## config.mk

```make
export PLATFORM = sky130hd
export DESIGN_NAME = reader_writer_lock_arbiter_top
export DESIGN_NICKNAME = d
export VERILOG_FILES = /design/src/rwla_pkg.sv /design/src/rwla_ctrl.sv /design/src/rwla_datapath.sv /design/src/reader_writer_lock_arbiter_top.sv
export SDC_FILE = /design/constraint.sdc
export NUM_CORES = 1
export LEC_CHECK = 0
export BUFFER_PORTS_ARGS = -buffer_cell sky130_fd_sc_hd__buf_4
export CORE_MARGIN = 2
export CORE_UTILIZATION = 52
export CTS_BUF_LIST = sky130_fd_sc_hd__clkbuf_4 sky130_fd_sc_hd__clkbuf_8
export CTS_CLUSTER_SIZE = 28
export DETAILED_ROUTE_END_ITERATION = 8
export GPL_ROUTABILITY_DRIVEN = 1
export PLACE_DENSITY = 0.68
export SYNTH_ARGS = -nofsm -noshare
export SYNTH_HDL_FRONTEND = slang
export SYNTH_SLANG_ARGS = --single-unit
```

## constraint.sdc

```tcl
create_clock -name clk -period 3.5 [get_ports clk]
set_input_delay 0.35 -clock clk [delete_from_list [all_inputs] [get_ports clk]]
set_output_delay 0.35 -clock clk [all_outputs]
set_load 0.01 [all_outputs]
```

## src/rwla_pkg.sv

```systemverilog
// Shared types, codes and helpers for the reader-writer lock arbiter.
// Used by rwla_ctrl, rwla_datapath and reader_writer_lock_arbiter_top; no dependencies.
`timescale 1ns / 1ps

package rwla_pkg;

    // field widths
    localparam int OPCODE_W   = 4;
    localparam int ID_W       = 4;
    localparam int NUM_IDS    = 1 << ID_W;
    localparam int CNT_W      = 5;
    localparam int STATUS_W   = 3;
    localparam int POLICY_W   = 3;
    localparam int LIMIT_W    = 5;
    localparam int CFG_DATA_W = 5;
    localparam int CFG_IDX_W  = 1;

    // default depth of the round-robin order list
    localparam int DEF_MAX_REQUESTERS = 16;

    // request opcodes
    localparam logic [OPCODE_W-1:0] OP_EXCL_ACQ   = 4'd0;
    localparam logic [OPCODE_W-1:0] OP_EXCL_REL   = 4'd1;
    localparam logic [OPCODE_W-1:0] OP_READ_LOCK  = 4'd2;
    localparam logic [OPCODE_W-1:0] OP_READ_TRY   = 4'd3;
    localparam logic [OPCODE_W-1:0] OP_READ_REL   = 4'd4;
    localparam logic [OPCODE_W-1:0] OP_WRITE_LOCK = 4'd5;
    localparam logic [OPCODE_W-1:0] OP_WRITE_TRY  = 4'd6;
    localparam logic [OPCODE_W-1:0] OP_WRITE_REL  = 4'd7;
    localparam logic [OPCODE_W-1:0] OP_REGISTER   = 4'd8;
    localparam logic [OPCODE_W-1:0] OP_UNREGISTER = 4'd9;

    // result status codes
    localparam logic [STATUS_W-1:0] STAT_DONE      = 3'd0;
    localparam logic [STATUS_W-1:0] STAT_REFUSED   = 3'd1;
    localparam logic [STATUS_W-1:0] STAT_HOLDS     = 3'd2;
    localparam logic [STATUS_W-1:0] STAT_UNDERFLOW = 3'd3;
    localparam logic [STATUS_W-1:0] STAT_LIST_FULL = 3'd4;

    // grant policies
    localparam logic [POLICY_W-1:0] POL_EXCLUSIVE = 3'd0;
    localparam logic [POLICY_W-1:0] POL_NONE      = 3'd1;
    localparam logic [POLICY_W-1:0] POL_RR        = 3'd2;
    localparam logic [POLICY_W-1:0] POL_READER    = 3'd3;
    localparam logic [POLICY_W-1:0] POL_WRITER    = 3'd4;

    // configuration register indexes
    localparam logic [CFG_IDX_W-1:0] CFG_POLICY       = 1'd0;
    localparam logic [CFG_IDX_W-1:0] CFG_READER_LIMIT = 1'd1;

    // request and result items
    typedef struct packed {
        logic [OPCODE_W-1:0] opcode;
        logic [ID_W-1:0]     requester_id;
    } req_item_t;

    typedef struct packed {
        logic                granted;
        logic [STATUS_W-1:0] status;
        logic [CNT_W-1:0]    readers_held;
        logic [CNT_W-1:0]    writers_held;
        logic [CNT_W-1:0]    readers_waiting;
        logic                exclusive_held;
    } rsp_item_t;

    // controller states
    typedef enum logic [2:0] {
        S_IDLE,
        S_EXEC,
        S_SCAN_RD,
        S_SCAN_WR,
        S_UNREG_END
    } ctrl_state_t;

    // controller to datapath
    typedef struct packed {
        logic capture;
        logic exec;
        logic scan_start;
        logic scan_sel;
        logic scan_write;
        logic unreg_finish;
    } ctrl_cmd_t;

    // datapath to controller
    typedef struct packed {
        logic is_unreg;
        logic scan_more;
        logic out_free;
    } ctrl_sts_t;

    // saturating increment of a count
    function automatic logic [CNT_W-1:0] sat_inc(input logic [CNT_W-1:0] v);
        logic [CNT_W-1:0] r;
        r = (v == {CNT_W{1'b1}}) ? v : v + CNT_W'(1);
        return r;
    endfunction

endpackage

```

## src/rwla_ctrl.sv

```systemverilog
// Sequencing state machine of the reader-writer lock arbiter.
// Depends on rwla_pkg; drives rwla_datapath through command and status structs.
`timescale 1ns / 1ps

module rwla_ctrl (
    input  logic                clk,
    input  logic                rst_n,
    input  logic                req_valid,
    output logic                req_ready,
    input  rwla_pkg::ctrl_sts_t sts,
    output rwla_pkg::ctrl_cmd_t cmd
);

    rwla_pkg::ctrl_state_t state_reg;
    rwla_pkg::ctrl_state_t state_next;

    // state register
    always_ff @(posedge clk or negedge rst_n)
    begin
        if (!rst_n)
        begin
            state_reg <= rwla_pkg::S_IDLE;
        end
        else
        begin
            state_reg <= state_next;
        end
    end

    // next state
    always_comb
    begin
        state_next = state_reg;
        case (state_reg)
            rwla_pkg::S_IDLE:
            begin
                if (req_valid)
                begin
                    state_next = rwla_pkg::S_EXEC;
                end
            end
            rwla_pkg::S_EXEC:
            begin
                if (sts.is_unreg)
                begin
                    state_next = rwla_pkg::S_SCAN_RD;
                end
                else if (sts.out_free)
                begin
                    state_next = rwla_pkg::S_IDLE;
                end
            end
            rwla_pkg::S_SCAN_RD:
            begin
                if (sts.scan_more)
                begin
                    state_next = rwla_pkg::S_SCAN_WR;
                end
                else
                begin
                    state_next = rwla_pkg::S_UNREG_END;
                end
            end
            rwla_pkg::S_SCAN_WR:
            begin
                state_next = rwla_pkg::S_SCAN_RD;
            end
            rwla_pkg::S_UNREG_END:
            begin
                if (sts.out_free)
                begin
                    state_next = rwla_pkg::S_IDLE;
                end
            end
            default:
            begin
                state_next = rwla_pkg::S_IDLE;
            end
        endcase
    end

    // commands
    always_comb
    begin
        cmd       = '0;
        req_ready = 1'b0;
        case (state_reg)
            rwla_pkg::S_IDLE:
            begin
                req_ready   = 1'b1;
                cmd.capture = req_valid;
            end
            rwla_pkg::S_EXEC:
            begin
                cmd.scan_start = sts.is_unreg;
                cmd.exec       = !sts.is_unreg && sts.out_free;
            end
            rwla_pkg::S_SCAN_RD:
            begin
                cmd.scan_sel = 1'b1;
            end
            rwla_pkg::S_SCAN_WR:
            begin
                cmd.scan_write = 1'b1;
            end
            rwla_pkg::S_UNREG_END:
            begin
                cmd.unreg_finish = sts.out_free;
            end
            default:
            begin
                cmd = '0;
            end
        endcase
    end

endmodule

```

## src/rwla_datapath.sv

```systemverilog
// Lock state, order-list memory, grant decisions and result register.
// Depends on rwla_pkg; commanded by rwla_ctrl.
`timescale 1ns / 1ps

module rwla_datapath #(
    parameter int MAX_REQUESTERS = rwla_pkg::DEF_MAX_REQUESTERS
) (
    input  logic                                  clk,
    input  logic                                  rst_n,
    input  rwla_pkg::req_item_t                   req,
    input  logic                                  cfg_we,
    input  logic [rwla_pkg::CFG_IDX_W-1:0]        cfg_index,
    input  logic [rwla_pkg::CFG_DATA_W-1:0]       cfg_data,
    input  rwla_pkg::ctrl_cmd_t                   cmd,
    output rwla_pkg::ctrl_sts_t                   sts,
    output logic                                  rsp_valid,
    input  logic                                  rsp_ready,
    output rwla_pkg::rsp_item_t                   rsp
);

    localparam int LEN_W = $clog2(MAX_REQUESTERS + 1);
    localparam int IDX_W = (MAX_REQUESTERS > 1) ? $clog2(MAX_REQUESTERS) : 1;
    localparam int CNT_W = rwla_pkg::CNT_W;
    localparam int NIDS  = rwla_pkg::NUM_IDS;

    // configuration
    logic [rwla_pkg::POLICY_W-1:0] policy_reg;
    logic [rwla_pkg::LIMIT_W-1:0]  limit_reg;

    // captured request
    logic [rwla_pkg::OPCODE_W-1:0] op_reg;
    logic [rwla_pkg::ID_W-1:0]     id_reg;

    // lock state
    logic             excl_reg,  excl_next;
    logic [CNT_W-1:0] rcnt_reg,  rcnt_next;
    logic [CNT_W-1:0] wcnt_reg,  wcnt_next;
    logic [CNT_W-1:0] wait_reg,  wait_next;
    logic [NIDS-1:0]  wbits_reg, wbits_next;
    logic [NIDS-1:0]  hbits_reg, hbits_next;
    logic [LEN_W-1:0] len_reg,   len_next;
    logic [IDX_W-1:0] turn_reg,  turn_next;

    // compaction pointers
    logic [LEN_W-1:0] rptr_reg;
    logic [LEN_W-1:0] wptr_reg;

    // order list memory
    logic [rwla_pkg::ID_W-1:0] order_mem [MAX_REQUESTERS];
    logic [rwla_pkg::ID_W-1:0] rd_data_reg;
    logic [IDX_W-1:0]          rd_addr;
    logic                      wr_en;
    logic [IDX_W-1:0]          wr_addr;
    logic [rwla_pkg::ID_W-1:0] wr_data;

    // result register
    rwla_pkg::rsp_item_t out_reg;
    logic                out_valid_reg;

    // decision signals
    logic [NIDS-1:0]           id_bit;
    logic                      holds;
    logic                      is_acquire;
    logic                      is_turn;
    logic                      limit_hit;
    logic                      idle;
    logic                      read_ok;
    logic                      write_ok;
    logic [LEN_W-1:0]          turn_inc;
    logic [IDX_W-1:0]          turn_adv;
    logic [IDX_W-1:0]          turn_dec;
    logic                      list_full;
    logic [CNT_W-1:0]          wait_tmp;
    logic                      granted;
    logic [rwla_pkg::STATUS_W-1:0] status;
    logic                      load_out;

    // configuration writes
    always_ff @(posedge clk or negedge rst_n)
    begin
        if (!rst_n)
        begin
            policy_reg <= rwla_pkg::POL_NONE;
            limit_reg  <= '0;
        end
        else if (cfg_we)
        begin
            case (cfg_index)
                rwla_pkg::CFG_POLICY:       policy_reg <= cfg_data[rwla_pkg::POLICY_W-1:0];
                rwla_pkg::CFG_READER_LIMIT: limit_reg  <= cfg_data[rwla_pkg::LIMIT_W-1:0];
                default:                    limit_reg  <= limit_reg;
            endcase
        end
    end

    // request capture
    always_ff @(posedge clk)
    begin
        if (cmd.capture)
        begin
            op_reg <= req.opcode;
            id_reg <= req.requester_id;
        end
    end

    // order list: one write port, one registered read port
    assign rd_addr = cmd.scan_sel ? rptr_reg[IDX_W-1:0] : turn_reg;

    always_ff @(posedge clk)
    begin
        if (wr_en)
        begin
            order_mem[wr_addr] <= wr_data;
        end
        rd_data_reg <= order_mem[rd_addr];
    end

    assign list_full = (len_reg >= LEN_W'(MAX_REQUESTERS));
    assign wr_en     = (cmd.exec && (op_reg == rwla_pkg::OP_REGISTER) && !list_full)
                    || (cmd.scan_write && (rd_data_reg != id_reg));
    assign wr_addr   = cmd.scan_write ? wptr_reg[IDX_W-1:0] : len_reg[IDX_W-1:0];
    assign wr_data   = cmd.scan_write ? rd_data_reg : id_reg;

    // turn arithmetic
    assign turn_inc = LEN_W'(turn_reg) + LEN_W'(1);
    assign turn_adv = (turn_inc >= len_reg) ? '0 : turn_inc[IDX_W-1:0];
    assign turn_dec = (turn_reg != '0) ? turn_reg - IDX_W'(1) : turn_reg;
    assign is_turn  = (len_reg != '0) && (LEN_W'(turn_reg) < len_reg) && (rd_data_reg == id_reg);

    // grant conditions
    always_comb
    begin
        id_bit         = '0;
        id_bit[id_reg] = 1'b1;
    end

    assign holds      = (hbits_reg & id_bit) != '0;
    assign is_acquire = (op_reg == rwla_pkg::OP_EXCL_ACQ) || (op_reg == rwla_pkg::OP_READ_LOCK)
                     || (op_reg == rwla_pkg::OP_READ_TRY) || (op_reg == rwla_pkg::OP_WRITE_LOCK)
                     || (op_reg == rwla_pkg::OP_WRITE_TRY);
    assign limit_hit  = (limit_reg != '0) && (rcnt_reg >= limit_reg);
    assign idle       = (rcnt_reg == '0) && (wcnt_reg == '0);

    always_comb
    begin
        case (policy_reg)
            rwla_pkg::POL_EXCLUSIVE: read_ok = !limit_hit && idle;
            rwla_pkg::POL_RR:        read_ok = !limit_hit && idle && is_turn;
            rwla_pkg::POL_READER:    read_ok = !limit_hit;
            rwla_pkg::POL_WRITER:    read_ok = idle;
            default:                 read_ok = (wcnt_reg == '0) && !limit_hit;
        endcase
        case (policy_reg)
            rwla_pkg::POL_RR:        write_ok = idle && is_turn;
            rwla_pkg::POL_READER:    write_ok = (rcnt_reg == '0) && (wait_reg == '0);
            rwla_pkg::POL_WRITER:    write_ok = 1'b1;
            default:                 write_ok = idle;
        endcase
        if (excl_reg)
        begin
            read_ok  = 1'b0;
            write_ok = 1'b0;
        end
    end

    // next lock state for one request
    always_comb
    begin
        excl_next  = excl_reg;
        rcnt_next  = rcnt_reg;
        wcnt_next  = wcnt_reg;
        wait_next  = wait_reg;
        wbits_next = wbits_reg;
        hbits_next = hbits_reg;
        len_next   = len_reg;
        turn_next  = turn_reg;
        granted    = 1'b0;
        status     = rwla_pkg::STAT_DONE;
        wait_tmp   = wait_reg;
        if (is_acquire && holds)
        begin
            status = rwla_pkg::STAT_HOLDS;
        end
        else
        begin
            case (op_reg)
                rwla_pkg::OP_EXCL_ACQ:
                begin
                    if (!excl_reg && idle)
                    begin
                        excl_next  = 1'b1;
                        hbits_next = hbits_reg | id_bit;
                        granted    = 1'b1;
                    end
                    else
                    begin
                        status = rwla_pkg::STAT_REFUSED;
                    end
                end
                rwla_pkg::OP_READ_LOCK:
                begin
                    // a blocking read marks its requester as waiting first
                    if ((wbits_reg & id_bit) == '0)
                    begin
                        wait_tmp = rwla_pkg::sat_inc(wait_reg);
                    end
                    if (read_ok)
                    begin
                        rcnt_next  = rwla_pkg::sat_inc(rcnt_reg);
                        hbits_next = hbits_reg | id_bit;
                        granted    = 1'b1;
                        wbits_next = wbits_reg & ~id_bit;
                        wait_next  = (wait_tmp != '0) ? wait_tmp - CNT_W'(1) : wait_tmp;
                        turn_next  = turn_adv;
                    end
                    else
                    begin
                        wbits_next = wbits_reg | id_bit;
                        wait_next  = wait_tmp;
                        status     = rwla_pkg::STAT_REFUSED;
                    end
                end
                rwla_pkg::OP_READ_TRY:
                begin
                    if (read_ok)
                    begin
                        rcnt_next  = rwla_pkg::sat_inc(rcnt_reg);
                        hbits_next = hbits_reg | id_bit;
                        granted    = 1'b1;
                    end
                    else
                    begin
                        status = rwla_pkg::STAT_REFUSED;
                    end
                end
                rwla_pkg::OP_WRITE_LOCK, rwla_pkg::OP_WRITE_TRY:
                begin
                    if (write_ok)
                    begin
                        wcnt_next  = rwla_pkg::sat_inc(wcnt_reg);
                        hbits_next = hbits_reg | id_bit;
                        granted    = 1'b1;
                        if (op_reg == rwla_pkg::OP_WRITE_LOCK)
                        begin
                            turn_next = turn_adv;
                        end
                    end
                    else
                    begin
                        status = rwla_pkg::STAT_REFUSED;
                    end
                end
                rwla_pkg::OP_EXCL_REL:
                begin
                    if (!excl_reg)
                    begin
                        status = rwla_pkg::STAT_UNDERFLOW;
                    end
                    excl_next  = 1'b0;
                    hbits_next = hbits_reg & ~id_bit;
                end
                rwla_pkg::OP_READ_REL:
                begin
                    if (rcnt_reg == '0)
                    begin
                        status = rwla_pkg::STAT_UNDERFLOW;
                    end
                    else
                    begin
                        rcnt_next = rcnt_reg - CNT_W'(1);
                    end
                    hbits_next = hbits_reg & ~id_bit;
                end
                rwla_pkg::OP_WRITE_REL:
                begin
                    if (wcnt_reg == '0)
                    begin
                        status = rwla_pkg::STAT_UNDERFLOW;
                    end
                    else
                    begin
                        wcnt_next = wcnt_reg - CNT_W'(1);
                    end
                    hbits_next = hbits_reg & ~id_bit;
                end
                rwla_pkg::OP_REGISTER:
                begin
                    if (list_full)
                    begin
                        status = rwla_pkg::STAT_LIST_FULL;
                    end
                    else
                    begin
                        len_next = len_reg + LEN_W'(1);
                    end
                end
                default:
                begin
                    status = rwla_pkg::STAT_DONE;
                end
            endcase
        end
    end

    // lock state registers
    always_ff @(posedge clk or negedge rst_n)
    begin
        if (!rst_n)
        begin
            excl_reg  <= 1'b0;
            rcnt_reg  <= '0;
            wcnt_reg  <= '0;
            wait_reg  <= '0;
            wbits_reg <= '0;
            hbits_reg <= '0;
            len_reg   <= '0;
            turn_reg  <= '0;
        end
        else if (cmd.exec)
        begin
            excl_reg  <= excl_next;
            rcnt_reg  <= rcnt_next;
            wcnt_reg  <= wcnt_next;
            wait_reg  <= wait_next;
            wbits_reg <= wbits_next;
            hbits_reg <= hbits_next;
            len_reg   <= len_next;
            turn_reg  <= turn_next;
        end
        else if (cmd.unreg_finish)
        begin
            len_reg  <= wptr_reg;
            turn_reg <= turn_dec;
        end
    end

    // compaction pointers: read index and write index
    always_ff @(posedge clk or negedge rst_n)
    begin
        if (!rst_n)
        begin
            rptr_reg <= '0;
            wptr_reg <= '0;
        end
        else if (cmd.scan_start)
        begin
            rptr_reg <= '0;
            wptr_reg <= '0;
        end
        else if (cmd.scan_write)
        begin
            rptr_reg <= rptr_reg + LEN_W'(1);
            if (rd_data_reg != id_reg)
            begin
                wptr_reg <= wptr_reg + LEN_W'(1);
            end
        end
    end

    // result register
    assign load_out = cmd.exec || cmd.unreg_finish;

    always_ff @(posedge clk or negedge rst_n)
    begin
        if (!rst_n)
        begin
            out_valid_reg <= 1'b0;
        end
        else if (load_out)
        begin
            out_valid_reg <= 1'b1;
        end
        else if (rsp_ready)
        begin
            out_valid_reg <= 1'b0;
        end
    end

    always_ff @(posedge clk)
    begin
        if (cmd.exec)
        begin
            out_reg.granted         <= granted;
            out_reg.status          <= status;
            out_reg.readers_held    <= rcnt_next;
            out_reg.writers_held    <= wcnt_next;
            out_reg.readers_waiting <= wait_next;
            out_reg.exclusive_held  <= excl_next;
        end
        else if (cmd.unreg_finish)
        begin
            out_reg.granted         <= 1'b0;
            out_reg.status          <= rwla_pkg::STAT_DONE;
            out_reg.readers_held    <= rcnt_reg;
            out_reg.writers_held    <= wcnt_reg;
            out_reg.readers_waiting <= wait_reg;
            out_reg.exclusive_held  <= excl_reg;
        end
    end

    assign rsp_valid     = out_valid_reg;
    assign rsp           = out_reg;

    // status to controller
    assign sts.is_unreg  = (op_reg == rwla_pkg::OP_UNREGISTER);
    assign sts.scan_more = (rptr_reg < len_reg);
    assign sts.out_free  = !out_valid_reg || rsp_ready;

endmodule

```

## src/reader_writer_lock_arbiter_top.sv

```systemverilog
// Reader-writer lock arbiter: top level joining controller and datapath.
// Depends on rwla_pkg, rwla_ctrl and rwla_datapath.
//
// Usage: a request item (opcode, requester_id) enters on req_valid/req_ready and
// each request gives exactly one result item on rsp_valid/rsp_ready, in order.
// Requests are handled one at a time. The accepting edge reads the turn entry of
// the order-list memory; the decision step then updates the lock state and loads
// the result into the output register once that register is free.
// An unregister compacts the order list one entry at a time, a read state then
// a write state per entry, before its result is loaded.
// The next request is taken only after the previous one has been decided; the
// registered read of the order-list memory lies ahead of each decision step.
// The output register frees the input side: a new request is taken while a result
// still waits; if the receiver stalls, the next request waits in its decision
// step until the output register is free, and req_ready stays low meanwhile.
// Reset (rst_n low, asynchronous) clears counts, flags, bitmaps, the list length
// and the turn; policy returns to "none" and reader limit to 0 (no limit).
// Configuration writes (cfg_we, cfg_index, cfg_data) take effect at the next edge
// and must be made while no request is in progress; the block does not enforce this.
`timescale 1ns / 1ps

module reader_writer_lock_arbiter_top #(
    parameter int MAX_REQUESTERS = rwla_pkg::DEF_MAX_REQUESTERS
) (
    input  logic                             clk,
    input  logic                             rst_n,
    input  logic                             req_valid,
    output logic                             req_ready,
    input  rwla_pkg::req_item_t              req,
    output logic                             rsp_valid,
    input  logic                             rsp_ready,
    output rwla_pkg::rsp_item_t              rsp,
    input  logic                             cfg_we,
    input  logic [rwla_pkg::CFG_IDX_W-1:0]   cfg_index,
    input  logic [rwla_pkg::CFG_DATA_W-1:0]  cfg_data
);

    rwla_pkg::ctrl_cmd_t cmd;
    rwla_pkg::ctrl_sts_t sts;

    // sequencing
    rwla_ctrl u_ctrl (
        .clk       (clk),
        .rst_n     (rst_n),
        .req_valid (req_valid),
        .req_ready (req_ready),
        .sts       (sts),
        .cmd       (cmd)
    );

    // lock state and result
    rwla_datapath #(
        .MAX_REQUESTERS (MAX_REQUESTERS)
    ) u_datapath (
        .clk       (clk),
        .rst_n     (rst_n),
        .req       (req),
        .cfg_we    (cfg_we),
        .cfg_index (cfg_index),
        .cfg_data  (cfg_data),
        .cmd       (cmd),
        .sts       (sts),
        .rsp_valid (rsp_valid),
        .rsp_ready (rsp_ready),
        .rsp       (rsp)
    );

    // one request in flight at a time
    assert property (@(posedge clk) disable iff (!rst_n)
        (req_valid && req_ready) |=> !req_ready)
        else $error("request accepted while another is in progress");

    // an exclusive holder excludes all shared holders
    assert property (@(posedge clk) disable iff (!rst_n)
        rsp_valid |-> !(rsp.exclusive_held &&
                        (rsp.readers_held != '0 || rsp.writers_held != '0)))
        else $error("exclusive lock reported alongside shared holders");

    // a grant always reports a plain completion
    assert property (@(posedge clk) disable iff (!rst_n)
        (rsp_valid && rsp.granted) |-> (rsp.status == rwla_pkg::STAT_DONE))
        else $error("granted result with a non-zero status");

    // a new result only follows an accepted request
    assert property (@(posedge clk) disable iff (!rst_n)
        $rose(rsp_valid) |-> !$past(req_ready))
        else $error("result appeared without a request in progress");

endmodule
```

==> reports/qor.yml, run 1 <==
power_frac_seq_pct: 38.6
vias_per_cell: 6.12
dr.pass1.iters: 5
area_growth_pct: 12.0
hp-class: "primary input to register"
clockPowerShare_pct: 17.6
hold_start: "req[5]"
postCtsSetupBuffers: 0
worstSetupPathType: "register to register"
port_buffers: 40
r2r_slack_ns: 0.23
synth_ff_type: "edfxtp_1"
final_net_count: 977
status: "finished, final reports clean"
drv_cap: 0
syn_area_per_cell_um2: 10.7
coreArea_um2: 17800
synth-async-reset-ratio_pct: 45.1
ios: 41
row_count: 49
ys_seq_area_share_pct: 51.5
hold-path-endpoint: "u_datapath.op_reg[1]"
drive_above_1_share_pct: 16.0
rsz0062_at_grt: "false"
dp_hpwl_um: 15100
drv_slew: 0
root_buffer: "clkbuf_8"
grt.total_usage_pct: 22.9
wl_um: 21500
fin_crit_ns: 3.27
leakagePower_nw: 4.13
grt_max_degree: 40
drtIter0Drc: 519
hold_viol: 0
crit_path_frequent_cell: "o31ai_1"
die_x_um: 138
grt_first_pass_wirelength_um: 35500
synth_edf_count: 92
worst_setup_path_end_kind: "register"
vias: 7141
cp.required_ns: 3.76
cts_buffers: 17
crit_slowest_cell: "or4_4"
r2r-start: "u_datapath.id_reg[1]"
synth_warnings: 0
gr-total-overflow: 0
peakVddDrop_uv: 454
finalSetupTns_ns: 0
synth_area_leaders: "edfxtp_1 30%, dfrtp_1 21%, ha_1 4.5%, nand2_1 3.2%, nor2_1 2.8%"
gp_congestion: 0.943
insertedDiodeCount: 0
syn_nets: 930
crit_path_start_kind: "register"
grt_pass1_vias: 6950
r2r_cells: 12
route.detailed.drc: 0
synth_largest_area_cell: "edfxtp_1"
tightest_slew_ns: 0.838
cts.sinks: 175
fmax_mhz: 306
initial_core_util_pct: 52.6
internal_power_w: 0.00489
clkTransAtPathRegs_ns: 0.10
clk_path_buf_depth: 2
insertion_delay_ns: 0.47
netSwitchingFraction_pct: 42.1
fp.dieH_um: 138
antenna_found_initial: 1
ctsHtreeMaxLevel: 4
cts_tree: "yes"
syn-instance-count: 877
skew_ns: 0.0133
crit_fanout: 17
die_area_um2: 19100
ant_nets: 0
setup-violations-final: 0
max_stage_delay_ns: 0.45
combinationalPowerShare_pct: 43.8
hold_depth: 1
synth_area_um2: 9360
switching_power_w: 0.00355
period_share_pct: 93.5
reg2reg_to: "u_datapath.rsp[4]"
path_cells: "buf_4 -> and3_1 -> a32o_1 -> or4_4 -> or3_4 -> mux2i_1 -> ha_1 -> o311ai_1 -> nand3_1 -> nor4bb_1 -> o31ai_1 -> o31ai_1"
cp.arrival_ns: 3.53
whs_ns: 0.0510
p_per_area_nw_per_um2: 805
synth_top_area_share_pct: 29.5
synth.distinct_cells: 75
wire_per_inst_um: 18.5
ys_ff_latch: 175
slew_headroom_pct: 44.0
-- per-stage QoR --
| stage | instances | power (W) | utilization (%) | worst slack [ns] | area [um^2] |
|---|---|---|---|---|---|
| after floorplan | 877 | 0.00572 | - | 0.365 | 9360 |
| after global placement | 1133 | 0.00688 | 56.5 | 0.263 | 10000 |
| after detailed placement | 1133 | 0.00695 | 56.5 | 0.196 | 10000 |
| after CTS | 1166 | 0.00847 | 58.9 | 0.144 | 10500 |
| final | 1166 | 0.00844 | 58.9 | 0.228 | 10500 |
| after global routing | 1166 | 0.00905 | 58.9 | 0.0121 | 10500 |
-- cells in the final DEF (no fill, tap or decap), types with 5 or more instances in the layout --
master and instances:
a211oi_1 27, a311oi_1 9, mux2_2 14, o21ai_0 26, dfrtp_1 78, o22ai_1 6
mux2i_1 15, or3_1 6, xnor2_1 6, and3_1 8, buf_4 81, xor2_1 14
a32oi_1 5, nand2b_1 7, mux2_1 19, nand2_1 80, ha_1 34, a21o_1 8
nor3b_1 7, clkbuf_8 17, edfxtp_1 92, and2_1 21, nand3_1 20, nor3_1 25
a21oi_1 32, nor2b_1 12, inv_1 28, a41oi_1 13, a31oi_1 40, nor2_1 68
nand4_1 22
-- critical path, delay by kind of cell (launching register included) --
family | cells | cell delay, ns
multiplexers | 1 | 0.14
AND/OR/NAND/NOR | 5 | 1.48
AO/OA/AOI/OAI | 4 | 0.54
buffers and inverters | 1 | 0.22
flip-flops | 1 | 0.44
adder cells (fa/ha/maj) | 1 | 0.24
-- timing repair --
item / in CTS / in global routing
resized for setup: 0 / 1
setup endpoints to repair: 0 / 1
hold endpoints to repair: 37 / 0
hold buffers: 1 / 0
-- cells in the mapped netlist (12+ instances only) --
cell type / number
clkbuf_1: 40
a21oi_1: 32
a31oi_1: 40
o21ai_0: 26
inv_1: 28
a211oi_1: 27
mux2i_1: 17
nor2b_1: 12
mux2_2: 14
ha_1: 34
nand2_1: 80
nor2_1: 69
dfrtp_1: 78
nand4_1: 22
a41oi_1: 13
edfxtp_1: 92
nor3_1: 26
mux2_1: 19
xor2_1: 14
nand3_1: 20
and2_1: 21
-- logic make-up after synthesis --
group | count (synthesis) | share of synthesized area, %
mux | 53 | 6.35
flops | 175 | 51.5
fa+ha+maj | 34 | 4.55
simple gates | 301 | 16.2
buf+inv | 83 | 3.80
compound gates | 211 | 15.8
xor+xnor | 20 | 1.87
-- metal layers --
metal  share of wire [%]  vias to the layer above  global-route usage [%]
li1                    -                     3410                       -
met1                  46                     3502                    32.5
met2                  48                      196                    36.4
met3                 4.3                       33                    3.81
met4                 1.8                        0                    7.57
met5                   0                        -                       0
-- worst max path at each step --
stage / from / to / cells past startpoint
after floorplan: u_datapath.id_reg[1] / u_datapath.rsp[2] / 11
after global placement: u_datapath.id_reg[1] / u_datapath.rsp[4] / 12
after detailed placement: u_datapath.id_reg[1] / u_datapath.rsp[4] / 12
after CTS: u_datapath.id_reg[1] / u_datapath.rsp[4] / 12
after global routing: u_datapath.id_reg[1] / u_datapath.rsp[4] / 12
final: u_datapath.id_reg[1] / u_datapath.rsp[4] / 12
-- power by group through the flow --
stage	logic, W	clock network [W]	registers, W
floorplan	0.00260	0	0.00312
global placement	0.00360	0	0.00328
detailed placement	0.00366	0	0.00328
CTS	0.00369	0.00152	0.00325
global route	0.00412	0.00160	0.00333
finish	0.00369	0.00148	0.00326
-- cell type report --
cell class | count | area [um^2]
inverters | 28 | 105
multi-input cells | 619 | 4200
flip-flops and latches | 175 | 4820
repair buffers | 83 | 638
clock inverters | 15 | 193
fillers | 1542 | 7300
clock buffers | 17 | 234
well taps | 229 | 287
(Power assumes the default switching activity.)
==> inputs of run 2 (changes only) <==
Settings changed: PLACE_DENSITY 0.68 to 0.69.
==> run 2 against run 1 <==
Compared with the run above:
- largest power group unchanged
- via count down 0.81%
- sequential share of layout area down 0.055 points
- largest cell class unchanged
- sequential power down 1%
- worst setup slack better by 0.047 ns
- power down 0.69%
==> reports/qor.yml, run 2 (synthesis gave the netlist of run 1 again) <==
status: "finished, final reports clean"  # unchanged
ant_nets: 0  # unchanged
dp_hpwl_um: 15000  # was 15100 um
worstSetupPathType: "register to register"  # unchanged
finalSetupTns_ns: 0  # unchanged
final_net_count: 982  # was 977
vias: 7083  # was 7141
cp.required_ns: 3.86  # was 3.76 ns
initial_core_util_pct: 52.6  # unchanged
period_share_pct: 92.1  # was 93.5%
grt.total_usage_pct: 23.1  # was 22.9%
whs_ns: 0.0469  # was 0.0510 ns
vias_per_cell: 6.05  # was 6.12
cts_tree: "yes"  # unchanged
crit_fanout: 7  # was 17
fin_crit_ns: 3.23  # was 3.27 ns
crit_path_start_kind: "register"  # unchanged
die_x_um: 138  # unchanged
area_growth_pct: 12.1  # was 12.0%
row_count: 49  # unchanged
cts.sinks: 175  # unchanged
mostFrequentLayoutCell: "edfxtp_1"  # unchanged
wire_per_inst_um: 18.2  # was 18.5 um
skew_ns: 0.0173  # was 0.0133 ns
busiest_layer: "met2"  # unchanged
met3_usage_pct: 4.02  # was 3.81%
ios: 41  # unchanged
clk_path_buf_depth: 2  # unchanged
cp.arrival_ns: 3.59  # was 3.53 ns
coreArea_um2: 17800  # unchanged
drv_slew: 0  # unchanged
setup-violations-final: 0  # unchanged
postCtsSetupBuffers: 0  # unchanged
mostFrequentLayoutCells: "92 x edfxtp_1, 86 x buf_4, 80 x nand2_1"  # was 92 x edfxtp_1, 81 x buf_4, 80 x nand2_1
port_buffers: 40  # unchanged
hp-class: "primary input to register"  # unchanged
leakagePower_nw: 4.14  # was 4.13 nW
route.detailed.drc: 0  # unchanged
gp_congestion: 0.899  # was 0.943
drive_above_1_share_pct: 16.2  # was 16.0%
gr-total-overflow: 0  # unchanged
p_per_area_nw_per_um2: 799  # was 805 nW/um^2
grt_pass1_vias: 6916  # was 6950
clkTransAtPathRegs_ns: 0.10  # about the same
tightest_slew_ns: 0.859  # was 0.838 ns
die_area_um2: 19100  # unchanged
worst_setup_path_end_kind: "register"  # unchanged
insertion_delay_ns: 0.48  # was 0.47 ns
ctsHtreeMaxLevel: 4  # unchanged
grt_max_degree: 61  # was 40
drtIter0Drc: 506  # was 519
cts_buffers: 17  # unchanged
met1_usage_pct: 33.3  # was 32.5%
fmax_mhz: 310  # was 306 MHz
root_buffer: "clkbuf_8"  # unchanged
drv_cap: 0  # unchanged
use_met2_pct: 36.1  # was 36.4%
rsz0062_at_grt: "false"  # unchanged
dr.pass1.iters: 6  # was 5
hold_viol: 0  # unchanged
insertedDiodeCount: 0  # unchanged
peakVddDrop_uv: 513  # was 454 uV
fp.dieH_um: 138  # unchanged
wl_um: 21300  # was 21500 um
grt_first_pass_wirelength_um: 35800  # was 35500 um
slew_headroom_pct: 42.7  # was 44.0%
utilization_pct: 59.0  # was 58.9%
antenna_found_initial: 0  # was 1
==> run 2: layout make-up <==
| type | instances | area, um^2 |
|---|---|---|
| fillers | 1530 | 7290 |
| inverters | 28 | 105 |
| flip-flops and latches | 175 | 4820 |
| clock buffers | 17 | 234 |
| repair buffers | 88 | 676 |
| multi-input cells | 619 | 4200 |
| well taps | 229 | 287 |
| clock inverters | 15 | 173 |
==> run 2: per-layer routing <==
layer  share of wire (%)  up-vias  wire length (um)
met4                 1.6        0               330
met3                 4.6       25               980
met5                   0        -                 0
met1                  47     3449              9970
li1                    -     3402                 -
met2                  47      207             10000
==> run 2: stage by stage <==
step                worst slack [ns]  total power, W  cells  instance area, um^2
detailed placement             0.345         0.00694   1138                10100
global placement               0.355         0.00689   1138                10100
CTS                            0.303         0.00840   1171                10500
finish                         0.275         0.00838   1171                10500
global route                  0.0231         0.00901   1171                10500
floorplan                      0.365         0.00572    877                 9360
==> run 2: path summary, 6_finish.rpt <==
kind / from / to / slack [ns] / cells past startpoint
max: u_datapath.id_reg[2] / u_datapath.turn_reg[3] / 0.27 / 9
max reg2reg: u_datapath.id_reg[2] / u_datapath.turn_reg[3] / 0.27 / 9
min in group asynchronous: rst_n / u_datapath.rcnt_reg[0] / 0.50 / 2
min reg2reg: register / register / 0.51 / 1
max in group asynchronous: rst_n / u_datapath.policy_reg[0] / 2.17 / 3
min: req[1] / u_datapath.id_reg[1] / 0.05 / 1
==> run 2: worst max-delay path, cell delays in order (launching register included) <==
cell and delay (ns):
edfxtp_1 0.49, buf_4 0.21, nor2b_1 0.23, a22oi_1 0.13, a211oi_1 0.26, a311oi_1 0.10
a211oi_1 0.73, nor2_1 0.29, a22oi_1 0.31, mux2_1 0.35
==> run 2: repair_timing <==
| item | CTS | global route |
|---|---|---|
| endpoints found under the hold margin | 59 | 0 |
| endpoints found under the setup margin | 0 | 0 |
| gates resized for setup | 0 | 0 |
| hold buffers | 1 | 0 |
==> run 2: report_power, final <==
part | total, W | switching, W | internal (W)
Sequential | 0.00322 | 0.000449 | 0.00278
Clock | 0.00143 | 0.000829 | 0.000600
Combinational | 0.00373 | 0.00221 | 0.00151
